### src/rtl/abl_pkg.sv
// Shared types and constants for the accelerometer bias lock block.
// No dependencies; imported by every module under rtl/.
package abl_pkg;

  // Default widths for the top-level parameters
  localparam int SAMPLE_WIDTH_DEF = 16;
  localparam int COUNT_WIDTH_DEF  = 32;

  // Fixed field widths
  localparam int NUM_AXES     = 3;
  localparam int SUM_W        = 48;
  localparam int CFG_W        = 16;
  localparam int CFG_ADDR_W   = 3;
  localparam int LOCK_COUNT_W = 16;
  localparam int THR_W        = 15;

  // Register reset values
  localparam logic [LOCK_COUNT_W-1:0] LOCK_COUNT_RST = 16'd100;
  localparam logic [THR_W-1:0]        THR_RST        = 15'd819;  // 0.2 in Q3.12

  // Deviation is scaled down by this divisor
  localparam int DEV_DIVISOR = 3;

  // Configuration register indexes
  typedef enum logic [CFG_ADDR_W-1:0] {
    CFG_LOCK_COUNT = 3'd0,
    CFG_RELOCK_THR = 3'd1,
    CFG_PREV_X     = 3'd2,
    CFG_PREV_Y     = 3'd3,
    CFG_PREV_Z     = 3'd4,
    CFG_TEMP_OFS   = 3'd5
  } cfg_reg_e;

  // Output phase codes
  typedef enum logic [1:0] {
    PH_PASS   = 2'd0,
    PH_LOCK   = 2'd1,
    PH_LOCKED = 2'd2
  } phase_e;

  // Controller states
  typedef enum logic [2:0] {
    ST_IDLE,
    ST_EVAL,
    ST_ROUTE,
    ST_MEAN,
    ST_DEV,
    ST_DEVW,
    ST_FINISH
  } ctrl_state_e;

  // Commands from controller to datapath
  typedef struct packed {
    logic accept;     // latch request, update count and sums
    logic eval;       // latch phase
    logic div_start;  // start the mean divider lanes
    logic mean_load;  // capture mean quotient
    logic dev_step;   // capture deviation magnitude and sign
    logic dev_load;   // capture deviation over three
    logic out_load;   // write result register and state
  } ctrl_cmd_t;

  // Status from datapath to controller
  typedef struct packed {
    phase_e phase;
    logic   div_busy;
    logic   out_free;
  } dp_status_t;

endpackage

### src/rtl/abl_div.sv
// Serial restoring divider lane: signed dividend by unsigned divisor, truncating.
// One quotient bit per cycle. Depends on abl_pkg.
module abl_div
  import abl_pkg::*;
#(
  parameter int DVD_W = SUM_W,
  parameter int DVS_W = COUNT_WIDTH_DEF
) (
  input  logic                    clk_i,
  input  logic                    rst_ni,
  input  logic                    start_i,
  input  logic signed [DVD_W-1:0] dividend_i,
  input  logic        [DVS_W-1:0] divisor_i,
  output logic                    busy_o,
  output logic signed [DVD_W-1:0] quo_o
);

  localparam int CNT_W = $clog2(DVD_W + 1);

  logic [DVD_W-1:0] acc_q, acc_d;
  logic [DVS_W-1:0] rem_q, rem_d;
  logic [DVS_W-1:0] dvs_q, dvs_d;
  logic             neg_q, neg_d;
  logic [CNT_W-1:0] cnt_q, cnt_d;
  logic             busy_q, busy_d;

  logic [DVD_W-1:0] mag;
  logic [DVS_W:0]   trial;
  logic [DVS_W:0]   trial_sub;
  logic             ge;

  // magnitude of the dividend; the most negative value maps to its unsigned pattern
  assign mag       = dividend_i[DVD_W-1] ? (~dividend_i + DVD_W'(1)) : dividend_i;
  assign trial     = {rem_q, acc_q[DVD_W-1]};
  assign trial_sub = trial - {1'b0, dvs_q};
  assign ge        = (trial >= {1'b0, dvs_q});

  // next-state: load on start, one shift-subtract step per cycle while busy
  always_comb begin
    acc_d  = acc_q;
    rem_d  = rem_q;
    dvs_d  = dvs_q;
    neg_d  = neg_q;
    cnt_d  = cnt_q;
    busy_d = busy_q;
    if (start_i) begin
      acc_d  = mag;
      rem_d  = '0;
      dvs_d  = divisor_i;
      neg_d  = dividend_i[DVD_W-1];
      cnt_d  = CNT_W'(DVD_W);
      busy_d = 1'b1;
    end else if (busy_q) begin
      rem_d = ge ? trial_sub[DVS_W-1:0] : trial[DVS_W-1:0];
      acc_d = {acc_q[DVD_W-2:0], ge};
      cnt_d = cnt_q - CNT_W'(1);
      if (cnt_q == CNT_W'(1)) begin
        busy_d = 1'b0;
      end
    end
  end

  // control state
  always_ff @(posedge clk_i or negedge rst_ni) begin
    if (!rst_ni) begin
      busy_q <= 1'b0;
      cnt_q  <= '0;
    end else begin
      busy_q <= busy_d;
      cnt_q  <= cnt_d;
    end
  end

  // operand and quotient registers
  always_ff @(posedge clk_i) begin
    acc_q <= acc_d;
    rem_q <= rem_d;
    dvs_q <= dvs_d;
    neg_q <= neg_d;
  end

  assign busy_o = busy_q;
  assign quo_o  = neg_q ? -$signed(acc_q) : $signed(acc_q);

  // a started division is in progress on the next cycle
  a_start_busy : assert property (@(posedge clk_i) disable iff (!rst_ni)
    start_i |=> busy_o)
    else $error("divider not busy after start");

endmodule

### src/rtl/abl_dp.sv
// Datapath: config registers, count and sums, three mean divider lanes, result register.
// Depends on abl_pkg and abl_div.
module abl_dp
  import abl_pkg::*;
#(
  parameter int SW = SAMPLE_WIDTH_DEF,
  parameter int CW = COUNT_WIDTH_DEF
) (
  input  logic                   clk_i,
  input  logic                   rst_ni,
  input  ctrl_cmd_t              cmd_i,
  output dp_status_t             sts_o,
  input  logic                   cfg_we_i,
  input  logic [CFG_ADDR_W-1:0]  cfg_addr_i,
  input  logic [CFG_W-1:0]       cfg_wdata_i,
  input  logic signed [SW-1:0]   smp_i [NUM_AXES],
  output logic                   out_valid_o,
  input  logic                   out_ready_i,
  output logic signed [SW-1:0]   res_o [NUM_AXES],
  output logic [1:0]             phase_o
);

  localparam int LW      = (SW > CFG_W) ? SW : CFG_W;
  localparam int CMPW    = (CW > LOCK_COUNT_W) ? CW : LOCK_COUNT_W;
  localparam int DVD_W   = SUM_W;

  localparam logic signed [LW+1:0] RES_MAX = {{(LW + 3 - SW){1'b0}}, {(SW - 1){1'b1}}};
  localparam logic signed [LW+1:0] RES_MIN = ~RES_MAX;
  localparam logic [SUM_W:0] SUM_POS = {2'b00, {(SUM_W - 1){1'b1}}};
  localparam logic [SUM_W:0] SUM_NEG = {2'b11, {(SUM_W - 1){1'b0}}};

  // ceil(2^(SW+2) / 3): exact floor(n / 3) for every n below 2^SW
  localparam logic [SW:0] DIV3_RECIP =
    (SW + 1)'(((64'd1 << (SW + 2)) + 64'(DEV_DIVISOR - 1)) / 64'(DEV_DIVISOR));

  // configuration registers
  logic [LOCK_COUNT_W-1:0] lock_cnt_q;
  logic [THR_W-1:0]        thr_q;
  logic signed [CFG_W-1:0] prev_q [NUM_AXES];
  logic signed [CFG_W-1:0] temp_q;

  // state
  logic [CW-1:0]              count_q;
  logic signed [SUM_W-1:0]    sum_q   [NUM_AXES];
  logic signed [SUM_W-1:0]    sum_d   [NUM_AXES];
  logic signed [SW-1:0]       smp_q   [NUM_AXES];
  logic signed [SW-1:0]       mean_q  [NUM_AXES];
  logic signed [SW:0]         dev3_q  [NUM_AXES];
  logic signed [LW-1:0]       lock_q  [NUM_AXES];
  logic signed [SW-1:0]       last_q  [NUM_AXES];
  logic signed [SW-1:0]       out_q   [NUM_AXES];
  logic signed [SW-1:0]       res     [NUM_AXES];
  logic signed [LW-1:0]       lock_d  [NUM_AXES];
  logic [NUM_AXES-1:0]        in_tol;
  logic [NUM_AXES-1:0]        busy;
  phase_e                     phase_q, phase_now, out_phase_q;
  logic                       out_valid_q;
  logic                       at_max;
  logic                       keep;

  // config write port
  always_ff @(posedge clk_i or negedge rst_ni) begin
    if (!rst_ni) begin
      lock_cnt_q <= LOCK_COUNT_RST;
      thr_q      <= THR_RST;
      temp_q     <= '0;
      for (int i = 0; i < NUM_AXES; i++) begin
        prev_q[i] <= '0;
      end
    end else if (cfg_we_i) begin
      unique case (cfg_reg_e'(cfg_addr_i))
        CFG_LOCK_COUNT: lock_cnt_q <= cfg_wdata_i[LOCK_COUNT_W-1:0];
        CFG_RELOCK_THR: thr_q      <= cfg_wdata_i[THR_W-1:0];
        CFG_PREV_X:     prev_q[0]  <= cfg_wdata_i;
        CFG_PREV_Y:     prev_q[1]  <= cfg_wdata_i;
        CFG_PREV_Z:     prev_q[2]  <= cfg_wdata_i;
        CFG_TEMP_OFS:   temp_q     <= cfg_wdata_i;
        default: ;
      endcase
    end
  end

  // count and sums freeze once the count is all ones
  assign at_max = &count_q;

  always_ff @(posedge clk_i or negedge rst_ni) begin
    if (!rst_ni) begin
      count_q <= '0;
      for (int i = 0; i < NUM_AXES; i++) begin
        sum_q[i] <= '0;
      end
    end else if (cmd_i.accept && !at_max) begin
      count_q <= count_q + CW'(1);
      for (int i = 0; i < NUM_AXES; i++) begin
        sum_q[i] <= sum_d[i];
      end
    end
  end

  // request sample capture
  always_ff @(posedge clk_i) begin
    if (cmd_i.accept) begin
      for (int i = 0; i < NUM_AXES; i++) begin
        smp_q[i] <= smp_i[i];
      end
    end
  end

  // phase from the updated count
  always_comb begin
    if (CMPW'(count_q) < CMPW'(lock_cnt_q)) begin
      phase_now = PH_PASS;
    end else if (CMPW'(count_q) == CMPW'(lock_cnt_q)) begin
      phase_now = PH_LOCK;
    end else begin
      phase_now = PH_LOCKED;
    end
  end

  always_ff @(posedge clk_i or negedge rst_ni) begin
    if (!rst_ni) begin
      phase_q <= PH_PASS;
    end else if (cmd_i.eval) begin
      phase_q <= phase_now;
    end
  end

  // per-axis lanes
  for (genvar g = 0; g < NUM_AXES; g++) begin : g_axis
    logic signed [SUM_W:0]    sum_ext;
    logic signed [SW:0]       dev;
    logic        [SW:0]       dev_abs;
    logic        [SW-1:0]     dev_mag_q;
    logic                     dev_neg_q;
    logic        [2*SW:0]     prod;
    logic        [SW-2:0]     quo3;
    logic        [SW:0]       quo3_ext;
    logic signed [SW:0]       dev3;
    logic signed [DVD_W-1:0]  quo;
    logic signed [LW+1:0]     diff;
    logic signed [LW+1:0]     absd;
    logic signed [LW+1:0]     base;
    logic signed [LW+1:0]     val;
    logic signed [SW-1:0]     sat;

    // saturating accumulate
    assign sum_ext  = (SUM_W + 1)'(sum_q[g]) + (SUM_W + 1)'(smp_i[g]);
    assign sum_d[g] = (sum_ext[SUM_W] != sum_ext[SUM_W-1])
                    ? (sum_ext[SUM_W] ? SUM_NEG[SUM_W-1:0] : SUM_POS[SUM_W-1:0])
                    : sum_ext[SUM_W-1:0];

    // |mean| never exceeds the sample range, so SW bits hold it
    assign dev     = (SW + 1)'(smp_q[g]) - (SW + 1)'(mean_q[g]);
    assign dev_abs = dev[SW] ? -dev : dev;

    abl_div #(
      .DVD_W (DVD_W),
      .DVS_W (CW)
    ) u_div (
      .clk_i      (clk_i),
      .rst_ni     (rst_ni),
      .start_i    (cmd_i.div_start),
      .dividend_i (sum_q[g]),
      .divisor_i  (count_q),
      .busy_o     (busy[g]),
      .quo_o      (quo)
    );

    // deviation over three: magnitude times reciprocal, sign put back, truncates
    assign prod     = (2 * SW + 1)'(dev_mag_q) * (2 * SW + 1)'(DIV3_RECIP);
    assign quo3     = prod[2*SW:SW+2];
    assign quo3_ext = {2'b00, quo3};
    assign dev3     = dev_neg_q ? $signed(-quo3_ext) : $signed(quo3_ext);

    always_ff @(posedge clk_i) begin
      if (cmd_i.mean_load) begin
        mean_q[g] <= quo[SW-1:0];
      end
      if (cmd_i.dev_step) begin
        dev_mag_q <= dev_abs[SW-1:0];
        dev_neg_q <= dev[SW];
      end
      if (cmd_i.dev_load) begin
        dev3_q[g] <= dev3;
      end
    end

    // relock tolerance check
    assign diff      = (LW + 2)'(prev_q[g]) - (LW + 2)'(mean_q[g]);
    assign absd      = diff[LW+1] ? -diff : diff;
    assign in_tol[g] = (absd <= $signed({{(LW + 2 - THR_W){1'b0}}, thr_q}));
    assign lock_d[g] = keep ? (LW)'(prev_q[g]) : (LW)'(mean_q[g]);

    // locked output: x takes the offset away, y and z add it
    if (g == 0) begin : g_sub
      assign base = (LW + 2)'(lock_q[g]) - (LW + 2)'(temp_q);
    end else begin : g_add
      assign base = (LW + 2)'(lock_q[g]) + (LW + 2)'(temp_q);
    end
    assign val = base + (LW + 2)'(dev3_q[g]);
    assign sat = (val > RES_MAX) ? RES_MAX[SW-1:0]
               : (val < RES_MIN) ? RES_MIN[SW-1:0] : val[SW-1:0];

    always_comb begin
      unique case (phase_q)
        PH_PASS:   res[g] = smp_q[g];
        PH_LOCK:   res[g] = last_q[g];
        PH_LOCKED: res[g] = sat;
        default:   res[g] = sat;
      endcase
    end
  end

  assign keep = &in_tol;

  // result state: last outputs and lock values
  always_ff @(posedge clk_i or negedge rst_ni) begin
    if (!rst_ni) begin
      for (int i = 0; i < NUM_AXES; i++) begin
        last_q[i] <= '0;
        lock_q[i] <= '0;
      end
    end else if (cmd_i.out_load) begin
      for (int i = 0; i < NUM_AXES; i++) begin
        last_q[i] <= res[i];
        if (phase_q == PH_LOCK) begin
          lock_q[i] <= lock_d[i];
        end
      end
    end
  end

  // output register
  always_ff @(posedge clk_i or negedge rst_ni) begin
    if (!rst_ni) begin
      out_valid_q <= 1'b0;
    end else if (cmd_i.out_load) begin
      out_valid_q <= 1'b1;
    end else if (out_ready_i) begin
      out_valid_q <= 1'b0;
    end
  end

  always_ff @(posedge clk_i) begin
    if (cmd_i.out_load) begin
      out_phase_q <= phase_q;
      for (int i = 0; i < NUM_AXES; i++) begin
        out_q[i] <= res[i];
      end
    end
  end

  assign out_valid_o    = out_valid_q;
  assign res_o          = out_q;
  assign phase_o        = out_phase_q;
  assign sts_o.phase    = phase_q;
  assign sts_o.div_busy = |busy;
  assign sts_o.out_free = !out_valid_q || out_ready_i;

  // a pending result is never overwritten
  a_no_overwrite : assert property (@(posedge clk_i) disable iff (!rst_ni)
    cmd_i.out_load |-> sts_o.out_free)
    else $error("result register overwritten");

  // count steps by one on each request until it saturates
  a_count_step : assert property (@(posedge clk_i) disable iff (!rst_ni)
    (cmd_i.accept && !at_max) |=> (count_q == $past(count_q) + CW'(1)))
    else $error("sample count did not advance");

endmodule

### src/rtl/abl_ctrl.sv
// Controller FSM: sequences accept, mean division, deviation scaling, result write.
// Depends on abl_pkg.
module abl_ctrl
  import abl_pkg::*;
(
  input  logic       clk_i,
  input  logic       rst_ni,
  input  logic       in_valid_i,
  output logic       in_ready_o,
  input  dp_status_t sts_i,
  output ctrl_cmd_t  cmd_o
);

  ctrl_state_e state_q, state_d;

  always_ff @(posedge clk_i or negedge rst_ni) begin
    if (!rst_ni) begin
      state_q <= ST_IDLE;
    end else begin
      state_q <= state_d;
    end
  end

  // next state
  always_comb begin
    state_d = state_q;
    unique case (state_q)
      ST_IDLE:   if (in_valid_i) state_d = ST_EVAL;
      ST_EVAL:   state_d = ST_ROUTE;
      ST_ROUTE:  state_d = (sts_i.phase == PH_PASS) ? ST_FINISH : ST_MEAN;
      ST_MEAN: begin
        if (!sts_i.div_busy) begin
          state_d = (sts_i.phase == PH_LOCK) ? ST_FINISH : ST_DEV;
        end
      end
      ST_DEV:    state_d = ST_DEVW;
      ST_DEVW:   state_d = ST_FINISH;
      ST_FINISH: if (sts_i.out_free) state_d = ST_IDLE;
      default:   state_d = ST_IDLE;
    endcase
  end

  // outputs
  always_comb begin
    cmd_o      = '0;
    in_ready_o = 1'b0;
    unique case (state_q)
      ST_IDLE: begin
        in_ready_o   = 1'b1;
        cmd_o.accept = in_valid_i;
      end
      ST_EVAL:   cmd_o.eval = 1'b1;
      ST_ROUTE:  cmd_o.div_start = (sts_i.phase != PH_PASS);
      ST_MEAN:   cmd_o.mean_load = !sts_i.div_busy;
      ST_DEV:    cmd_o.dev_step = 1'b1;
      ST_DEVW:   cmd_o.dev_load = 1'b1;
      ST_FINISH: cmd_o.out_load = sts_i.out_free;
      default: ;
    endcase
  end

  // divider is never restarted mid-run
  a_start_idle_div : assert property (@(posedge clk_i) disable iff (!rst_ni)
    cmd_o.div_start |-> !sts_i.div_busy)
    else $error("divider restarted while busy");

  // no new request while a division is running
  a_ready_idle_div : assert property (@(posedge clk_i) disable iff (!rst_ni)
    in_ready_o |-> !sts_i.div_busy)
    else $error("request taken during division");

endmodule

### src/rtl/accel_bias_lock.sv
// Accelerometer bias lock, top level; uses abl_pkg, abl_ctrl, abl_dp (abl_div).
// After eval and route a request goes to the result write before the lock count, through
// the mean division at the lock sample, and through it and the divide by three after it.
// The mean divider is 48-step serial per axis; the divide by three is a reciprocal step in
// DEV and DEVW. A request is taken while a finished result waits.
// Async active-low reset: count, sums, lock values, last outputs zero; config to defaults.
module accel_bias_lock
  import abl_pkg::*;
#(
  parameter int SAMPLE_WIDTH = SAMPLE_WIDTH_DEF,
  parameter int COUNT_WIDTH  = COUNT_WIDTH_DEF
) (
  input  logic                          clk_i,
  input  logic                          rst_ni,
  input  logic                          cfg_we_i,
  input  logic [CFG_ADDR_W-1:0]         cfg_addr_i,
  input  logic [CFG_W-1:0]              cfg_wdata_i,
  input  logic                          in_valid_i,
  output logic                          in_ready_o,
  input  logic signed [SAMPLE_WIDTH-1:0] accel_x_i,
  input  logic signed [SAMPLE_WIDTH-1:0] accel_y_i,
  input  logic signed [SAMPLE_WIDTH-1:0] accel_z_i,
  output logic                          out_valid_o,
  input  logic                          out_ready_i,
  output logic signed [SAMPLE_WIDTH-1:0] out_x_o,
  output logic signed [SAMPLE_WIDTH-1:0] out_y_o,
  output logic signed [SAMPLE_WIDTH-1:0] out_z_o,
  output logic [1:0]                    phase_o
);

  ctrl_cmd_t                    cmd;
  dp_status_t                   sts;
  logic signed [SAMPLE_WIDTH-1:0] smp [NUM_AXES];
  logic signed [SAMPLE_WIDTH-1:0] res [NUM_AXES];

  assign smp[0] = accel_x_i;
  assign smp[1] = accel_y_i;
  assign smp[2] = accel_z_i;

  abl_ctrl u_ctrl (
    .clk_i      (clk_i),
    .rst_ni     (rst_ni),
    .in_valid_i (in_valid_i),
    .in_ready_o (in_ready_o),
    .sts_i      (sts),
    .cmd_o      (cmd)
  );

  abl_dp #(
    .SW (SAMPLE_WIDTH),
    .CW (COUNT_WIDTH)
  ) u_dp (
    .clk_i       (clk_i),
    .rst_ni      (rst_ni),
    .cmd_i       (cmd),
    .sts_o       (sts),
    .cfg_we_i    (cfg_we_i),
    .cfg_addr_i  (cfg_addr_i),
    .cfg_wdata_i (cfg_wdata_i),
    .smp_i       (smp),
    .out_valid_o (out_valid_o),
    .out_ready_i (out_ready_i),
    .res_o       (res),
    .phase_o     (phase_o)
  );

  assign out_x_o = res[0];
  assign out_y_o = res[1];
  assign out_z_o = res[2];

endmodule

### config.mk
export PLATFORM = sky130hd
export DESIGN_NAME = accel_bias_lock
export DESIGN_NICKNAME = d
export VERILOG_FILES = /design/src/rtl/abl_pkg.sv /design/src/rtl/abl_div.sv /design/src/rtl/abl_dp.sv /design/src/rtl/abl_ctrl.sv /design/src/rtl/accel_bias_lock.sv
export SDC_FILE = /design/constraint.sdc
export NUM_CORES = 2
export LEC_CHECK = 0
export BUFFER_PORTS_ARGS = -buffer_cell sky130_fd_sc_hd__buf_2
export CAP_MARGIN = 20
export CELL_PAD_IN_SITES_DETAIL_PLACEMENT = 2
export CELL_PAD_IN_SITES_GLOBAL_PLACEMENT = 2
export CORE_MARGIN = 2
export CORE_UTILIZATION = 45
export DETAILED_ROUTE_END_ITERATION = 6
export GPL_TIMING_DRIVEN = 0
export PLACE_DENSITY_LB_ADDON = 0.2
export SYNTH_ARGS = -nofsm -noshare
export SYNTH_HDL_FRONTEND = slang
export SYNTH_SLANG_ARGS = --single-unit
### constraint.sdc
create_clock -name clk_i -period 12.3 [get_ports clk_i]
set_input_delay 2.46 -clock clk_i [delete_from_list [all_inputs] [get_ports clk_i]]
set_output_delay 2.46 -clock clk_i [all_outputs]
set_load 0.03 [all_outputs]
# == Word level (Yosys, flattened, before mapping) ==
# Memories as Yosys holds them, arrays and structs flattened.
# Index checks and enable logic that the tools add are counted.
# totals
ff_bits,770
ramBits,147
in_bits,72
output_inout_bits,52
mem_count,3
# op_classes
add_sub_neg,37
n_mul,3
n_lt_le_gt_ge,13
eq_ne,22
muxes,81
bitwise_logic,3
reduce_logical,24
# mem_list
name,depth,width,rd,rd_clocked_by_memory_dff,wr,line,source
u_dp.dev3_q,3,17,3,0,3,abl_dp.sv:48,logic signed [SW:0] dev3_q [NUM_AXES];
u_dp.mean_q,3,16,3,0,3,abl_dp.sv:47,logic signed [SW-1:0] mean_q [NUM_AXES];
u_dp.smp_q,3,16,3,0,3,abl_dp.sv:46,logic signed [SW-1:0] smp_q [NUM_AXES];
# ops
op,count
48-bit two-way mux,15
16-bit two-way mux,15
48-bit by 16-bit adder with 49-bit output,3
48-bit by 2-bit adder with 48-bit output (second input constant),3
48-bit inverter,3
16-bit by 16-bit subtractor with 17-bit output,7
33-bit by 32-bit >= comparator with 1-bit output,3
16-bit by 16-bit multiplier with 32-bit output (second input constant),3
32-bit two-way mux,3
16-bit negator,6
16-bit case mux with 2 select lines,3
32-bit subtractor,3
17-bit by 17-bit adder with 18-bit output,3
18-bit by 16-bit > comparator with 1-bit output (second input constant),3
18-bit by 16-bit less-or-equal comparator with 1-bit output,3
18-bit by 16-bit less-than comparator with 1-bit output (second input constant),3
18-bit two-way mux,3
18-bit negator,3
17-bit two-way mux,3
15-bit negator with 17-bit output,3
6-bit two-way mux,6
16-bit by 16-bit adder with 17-bit output,2
32-bit by 1-bit adder with 32-bit output (second input constant),1
32-bit by 16-bit equality test with 1-bit output,1
24 further kinds,82

# == Logic depth before layout (Yosys ltp) ==
# An unclocked memory read counts as a cell.
# depth
word_depth,7
depth_mapped,28
mapped_depth_nobuf,25

# == By module ==
# A second synthesis with hierarchy kept.
# unflattened
cells_unflattened,9079
hier_area_um2,83377.5
# modules_own_cells
mod,n_inst,cells_per_inst,area_each_um2,seq_area_each_um2
abl_dp,1,6204,57675.3,16717.3
abl_div at u_dp.g_axis[2].u_div,1,996,8687.1,3248.1
abl_div at u_dp.g_axis[1].u_div,1,924,8401.8,3248.1
abl_div at u_dp.g_axis[0].u_div,1,927,8385.5,3248.1
abl_ctrl,1,28,227.7,75.1

# == Worst setup path after synthesis ==
# Ideal clock, no wire load.
# synth_path
path_kind,reg2reg
startpoint,register u_dp.g_axis[2].dev_mag_q[9]
endpoint,"memory u_dp.dev3_q[0][48] (netlist name), data pin"
setup_time_ps,266
arrival_ps,6174
slack_ps,5859
path_stages_with_launch,25
n_path_buf,0
synth_period_minus_slack_ps,6441
cell_sequence,edfxtp_1 -> ha_1 -> ha_1 -> fa_1 -> inv_1 -> fa_1 -> inv_1 -> fa_1 -> inv_1 -> fa_1 -> inv_1 -> ha_1 -> a22oi_1 -> nand2_1 -> o41ai_1 -> o21ai_0 -> a21oi_1 -> xor2_1 -> ha_1 -> inv_1 -> nor4_1 -> nand3_1 -> o21a_1 -> o221ai_1 -> xnor2_1
# synth_lines
element,line,source
from (decl),abl_dp.sv:133,logic [SW-1:0] dev_mag_q;
from (signal assigned),abl_dp.sv:180,dev_mag_q <= dev_abs[SW-1:0];
to (decl),abl_dp.sv:48,

==> flow_metrics.env <==
export IMPL_synthArstFlopShare=0.4297
export IMPL_holdPathStages=2
export IMPL_cts_setup_buffers=0
export IMPL_num_nets_final=10160
export IMPL_cp_num_cells=24
export IMPL_start_util=0.4526
export IMPL_crit_family="adder cells"
export IMPL_fin_crit_sh=0.6964
export IMPL_min_period_ns=8.566
export IMPL_ys_seq_elements=917
export IMPL_syn2layout_area_growth_pct=10.26
export IMPL_worst_clock_skew_ns=0.05623
export IMPL_slew_limit_headroom=0.1826
export IMPL_grt_pass1_wl_mm=522.8
export IMPL_wl_per_cell_um=31.44
export IMPL_cts_sinks=917
export IMPL_switching_power_mw=16.27
export IMPL_finalNonFillerCells=11370
export IMPL_rsz0062_at_grt="no"
export IMPL_via_per_inst=6.399
export IMPL_grt_overflow=0
export IMPL_crit_chain="ha_1 -> ha_1 -> fa_1 -> inv_1 -> fa_1 -> inv_1 -> fa_1 -> inv_1 -> fa_1 -> inv_1 -> ha_1 -> nor3_1 -> nand2_1 -> o41ai_1 -> o21bai_1 -> clkbuf_1 -> nor2_1 -> a22o_1 -> a32oi_1 -> nor4_1 -> nand3_1 -> o21a_1 -> o221ai_1 -> xnor2_1"
export IMPL_comb_power_share=0.679
export IMPL_ant_nets=0
export IMPL_wl_met3_mm=23.74
export IMPL_cts_tree="yes"
export IMPL_n_fill_cell=18550
export IMPL_clkPwrFrac=0.126
export IMPL_grt_use_total=0.3808
export IMPL_antenna_found_initial=26
export IMPL_first_global_vias=81060
export IMPL_synth_area_mm2=0.07867
export IMPL_syn_avg_cell_area_um2=9.069
export IMPL_place_inst=11140
export IMPL_clkTransAtPathRegs_ns=0.08
export IMPL_cts_resized_gates=0
export IMPL_dpl_hpwl_mm=256.6
export IMPL_dr_max_layer_used="met5"
export IMPL_start_kind="flip-flop"
export IMPL_leakage_nw=38.97
export IMPL_routabilityCongestion=0.9488
export IMPL_finalSetupViolCount=0
export IMPL_ir_drop_v=0.0002711
export IMPL_fmax_ghz=0.1167
export IMPL_row_count=153
export IMPL_power_total_mw=30.40
export IMPL_cts_buffers=111
export IMPL_wl_met2_mm=171.4
export IMPL_yosys_area_top_type="edfxtp_1"
export IMPL_yosys_top_cells_area="edfxtp_1 16%, ha_1 14%, dfrtp_1 12%"
export IMPL_grt_max_degree=107
export IMPL_syn_nets=9897
export IMPL_fp_dieW_um=422.1
export IMPL_powerDensity_mw_per_mm2=350.4
export IMPL_drive_above_1_share=0.05935
export IMPL_io_pins=124
export IMPL_cts_hold_buf=0
export IMPL_crit_path_top_delay_cell="nor4_1"
export IMPL_clockRootBuffer="clkbuf_16"
export IMPL_drc=0
export IMPL_core_area_mm2=0.1738
export IMPL_wl_mm=357.4
export IMPL_hold_violations=0
export IMPL_crit_type="flip-flop to flip-flop"
export IMPL_critPathRequiredTime_ns=12.83
export IMPL_worst_slew_pin_slew_ns=1.223
export IMPL_synthCells=8675
export IMPL_cts_buffer_depth=3
export IMPL_r2r_cells=24
export IMPL_netlist_area_leader_share=0.1630
export IMPL_htreeDepth=3
export IMPL_status="finished, final reports clean"
export IMPL_finalMaxSlewViolations=0
export IMPL_critPathCaptureType="flip-flop"
export IMPL_dieArea_mm2=0.1782
export IMPL_maxCapViolCount=0
export IMPL_ys_seq_area_frac=0.3129
export IMPL_port_buffers=122
export IMPL_crit_buf_inv=5
export IMPL_slowest_delay_ns=0.83
export IMPL_yosys_warnings=0
export IMPL_final_core_utilization=0.4991
export IMPL_hold_class="flip-flop to flip-flop"
export IMPL_yosysUniqueCellTypes=89
export IMPL_first_pass_iters=6
export IMPL_p_sw_frac=0.5354
export IMPL_clock_latency_ns=0.83
export IMPL_pwr_share_seq=0.196
export IMPL_dr_first_iter_drc_count=6171
export IMPL_synth_ff_type="edfxtp_1"
export IMPL_intPower_mw=14.12
export IMPL_wl_met1_mm=137.5
export IMPL_vias=72750
export IMPL_synth_edf_count=427
export IMPL_die_h_um=422.1
export IMPL_cp_max_fo=10
export IMPL_worstPathArrival_ns=9.10
## cell usage in the layout, fill, tap and decap left out, types with 98 or more instances in the layout
cell       synthesis  layout
clkbuf_16          0     114
nand3_1          103     103
xnor2_1          386     386
ha_1             854     854
a21oi_1          606     606
a21o_1           217     217
inv_1            886     885
a31oi_1          110     110
nor2_1           505     504
edfxtp_1         427     427
buf_2              1     124
clkbuf_1         281     294
nor3_1           142     141
nand2b_1         100      98
nand2_1          760     760
xor2_1           311     311
fa_1             296     296
o21ai_0          780     780
dfrtp_1          385     385
## cells in the mapped netlist (85+ instances only)
master and count:
nand3_1 103, xnor2_1 386, a211oi_1 92, mux2_2 90
ha_1 854, nand2_1 760, a21oi_1 606, a31oi_1 110
inv_1 886, nor2_1 505, dfrtp_1 385, clkbuf_1 281
nand2b_1 100, nor2b_1 88, a21o_1 217, nor3_1 142
xor2_1 311, fa_1 296, dfxtp_1 96, o31ai_1 85
o21ai_0 780, edfxtp_1 427
## through the flow
stage                     setup TNS [ns]  hold WS (ns)  instance area, um^2  setup WS, ns
after detailed placement               0        0.4895                82670         3.608
after global placement            -53.37        0.4734                82190       -0.2906
after global routing                   0        0.5255                86730         3.573
after CTS                              0        0.5012                86680         4.007
after floorplan                        0        0.4467                78670         5.859
final                                  0        0.4994                86750         3.734
## power groups by stage
stage | sequential (mW) | clock [mW] | combinational [mW]
4_1_cts | 5.86 | 3.80 | 20.0
6_report | 5.95 | 3.82 | 20.6
5_1_grt | 6.01 | 3.92 | 22.1
3_5_place_dp | 5.86 | 0 | 19.2
3_3_place_gp | 5.78 | 0 | 17.4
2_1_floorplan | 5.45 | 0 | 13.0
## cell type report
cell class | instances | area, um^2 | share of cell area
Tap cell | 2325 | 2909 | 0.03353
Sequential cell | 917 | 24610 | 0.2837
Clock buffer | 135 | 3002 | 0.03460
Antenna cell | 14 | 35.03 | 0.0004038
Inverter | 889 | 3337 | 0.03847
Timing Repair Buffer | 145 | 1085 | 0.01250
Buffer | 301 | 1134 | 0.01307
Multi-Input combinational cell | 6568 | 49620 | 0.5720
Clock inverter | 76 | 1013 | 0.01168
## layer usage
| layer | up-vias | track usage |
|---|---|---|
| met5 | - | 0 |
| met4 | 18 | 0.2209 |
| met1 | 37460 | 0.4535 |
| met2 | 2949 | 0.6489 |
| met3 | 1149 | 0.06210 |
| li1 | 31170 | - |
## state kept, by name, indices dropped and copies added (netlist names)
register / count
u_ctrl.state_q: 3
u_dp.phase_q: 2
u_dp.g_axis.u_div.rem_q: 96
u_dp.count_q: 32
u_dp.g_axis.dev_neg_q: 3
u_dp.last_q: 48
u_dp.g_axis.u_div.cnt_q: 18
u_dp.lock_q: 48
u_dp.lock_cnt_q: 16
u_dp.sum_q: 144
u_dp.g_axis.u_div.acc_q: 144
u_dp.prev_q: 48
u_dp.smp_q: 48
u_dp.dev3_q: 51
u_dp.g_axis.dev_mag_q: 48
u_dp.temp_q: 16
u_dp.g_axis.u_div.busy_o: 3
u_dp.g_axis.u_div.dvs_q: 32
u_dp.out_valid_o: 1
u_dp.res_o: 48
u_dp.mean_q: 48
u_dp.thr_q: 15
u_dp.phase_o: 2
u_dp.g_axis.u_div.neg_q: 3
## kinds of logic (layout without fill, tap and decap cells)
group / after synthesis / count (layout) / synth area share
AOI/OAI and AO/OA: 2408 / 2408 / 0.1885
DFF: 917 / 917 / 0.3129
buffers and inverters: 1190 / 1546 / 0.05679
adders and majority gates: 1175 / 1175 / 0.2143
muxes: 152 / 152 / 0.02077
other: 0 / 14 / 0
xor gates and xnor gates: 697 / 697 / 0.07759
and+or+nand+nor: 2136 / 2136 / 0.1292
## tightest hold or removal path: stages (launching register included)
cell and delay, ns:
dfxtp_1 0.33, nand2_1 0.06, o21ai_0 0.06
## final timing paths
check	endpoint	start	slack (ns)
setup / recovery	u_dp.dev3_q[0][48]	u_dp.g_axis[2].dev_mag_q[11]	3.73
hold / removal	u_dp.g_axis[2].u_div.rem_q[26]	u_dp.g_axis[2].u_div.rem_q[26]	0.50
setup reg to reg	u_dp.dev3_q[0][48]	u_dp.g_axis[2].dev_mag_q[11]	3.73
hold reg to reg	u_dp.g_axis[2].u_div.rem_q[26]	u_dp.g_axis[2].u_div.rem_q[26]	0.50
max in group asynchronous	u_dp.sum_q[108]	rst_ni	9.11
min in group asynchronous	u_dp.last_q[24]	rst_ni	1.54
Note: power is estimated with default switching activity, not from simulation.
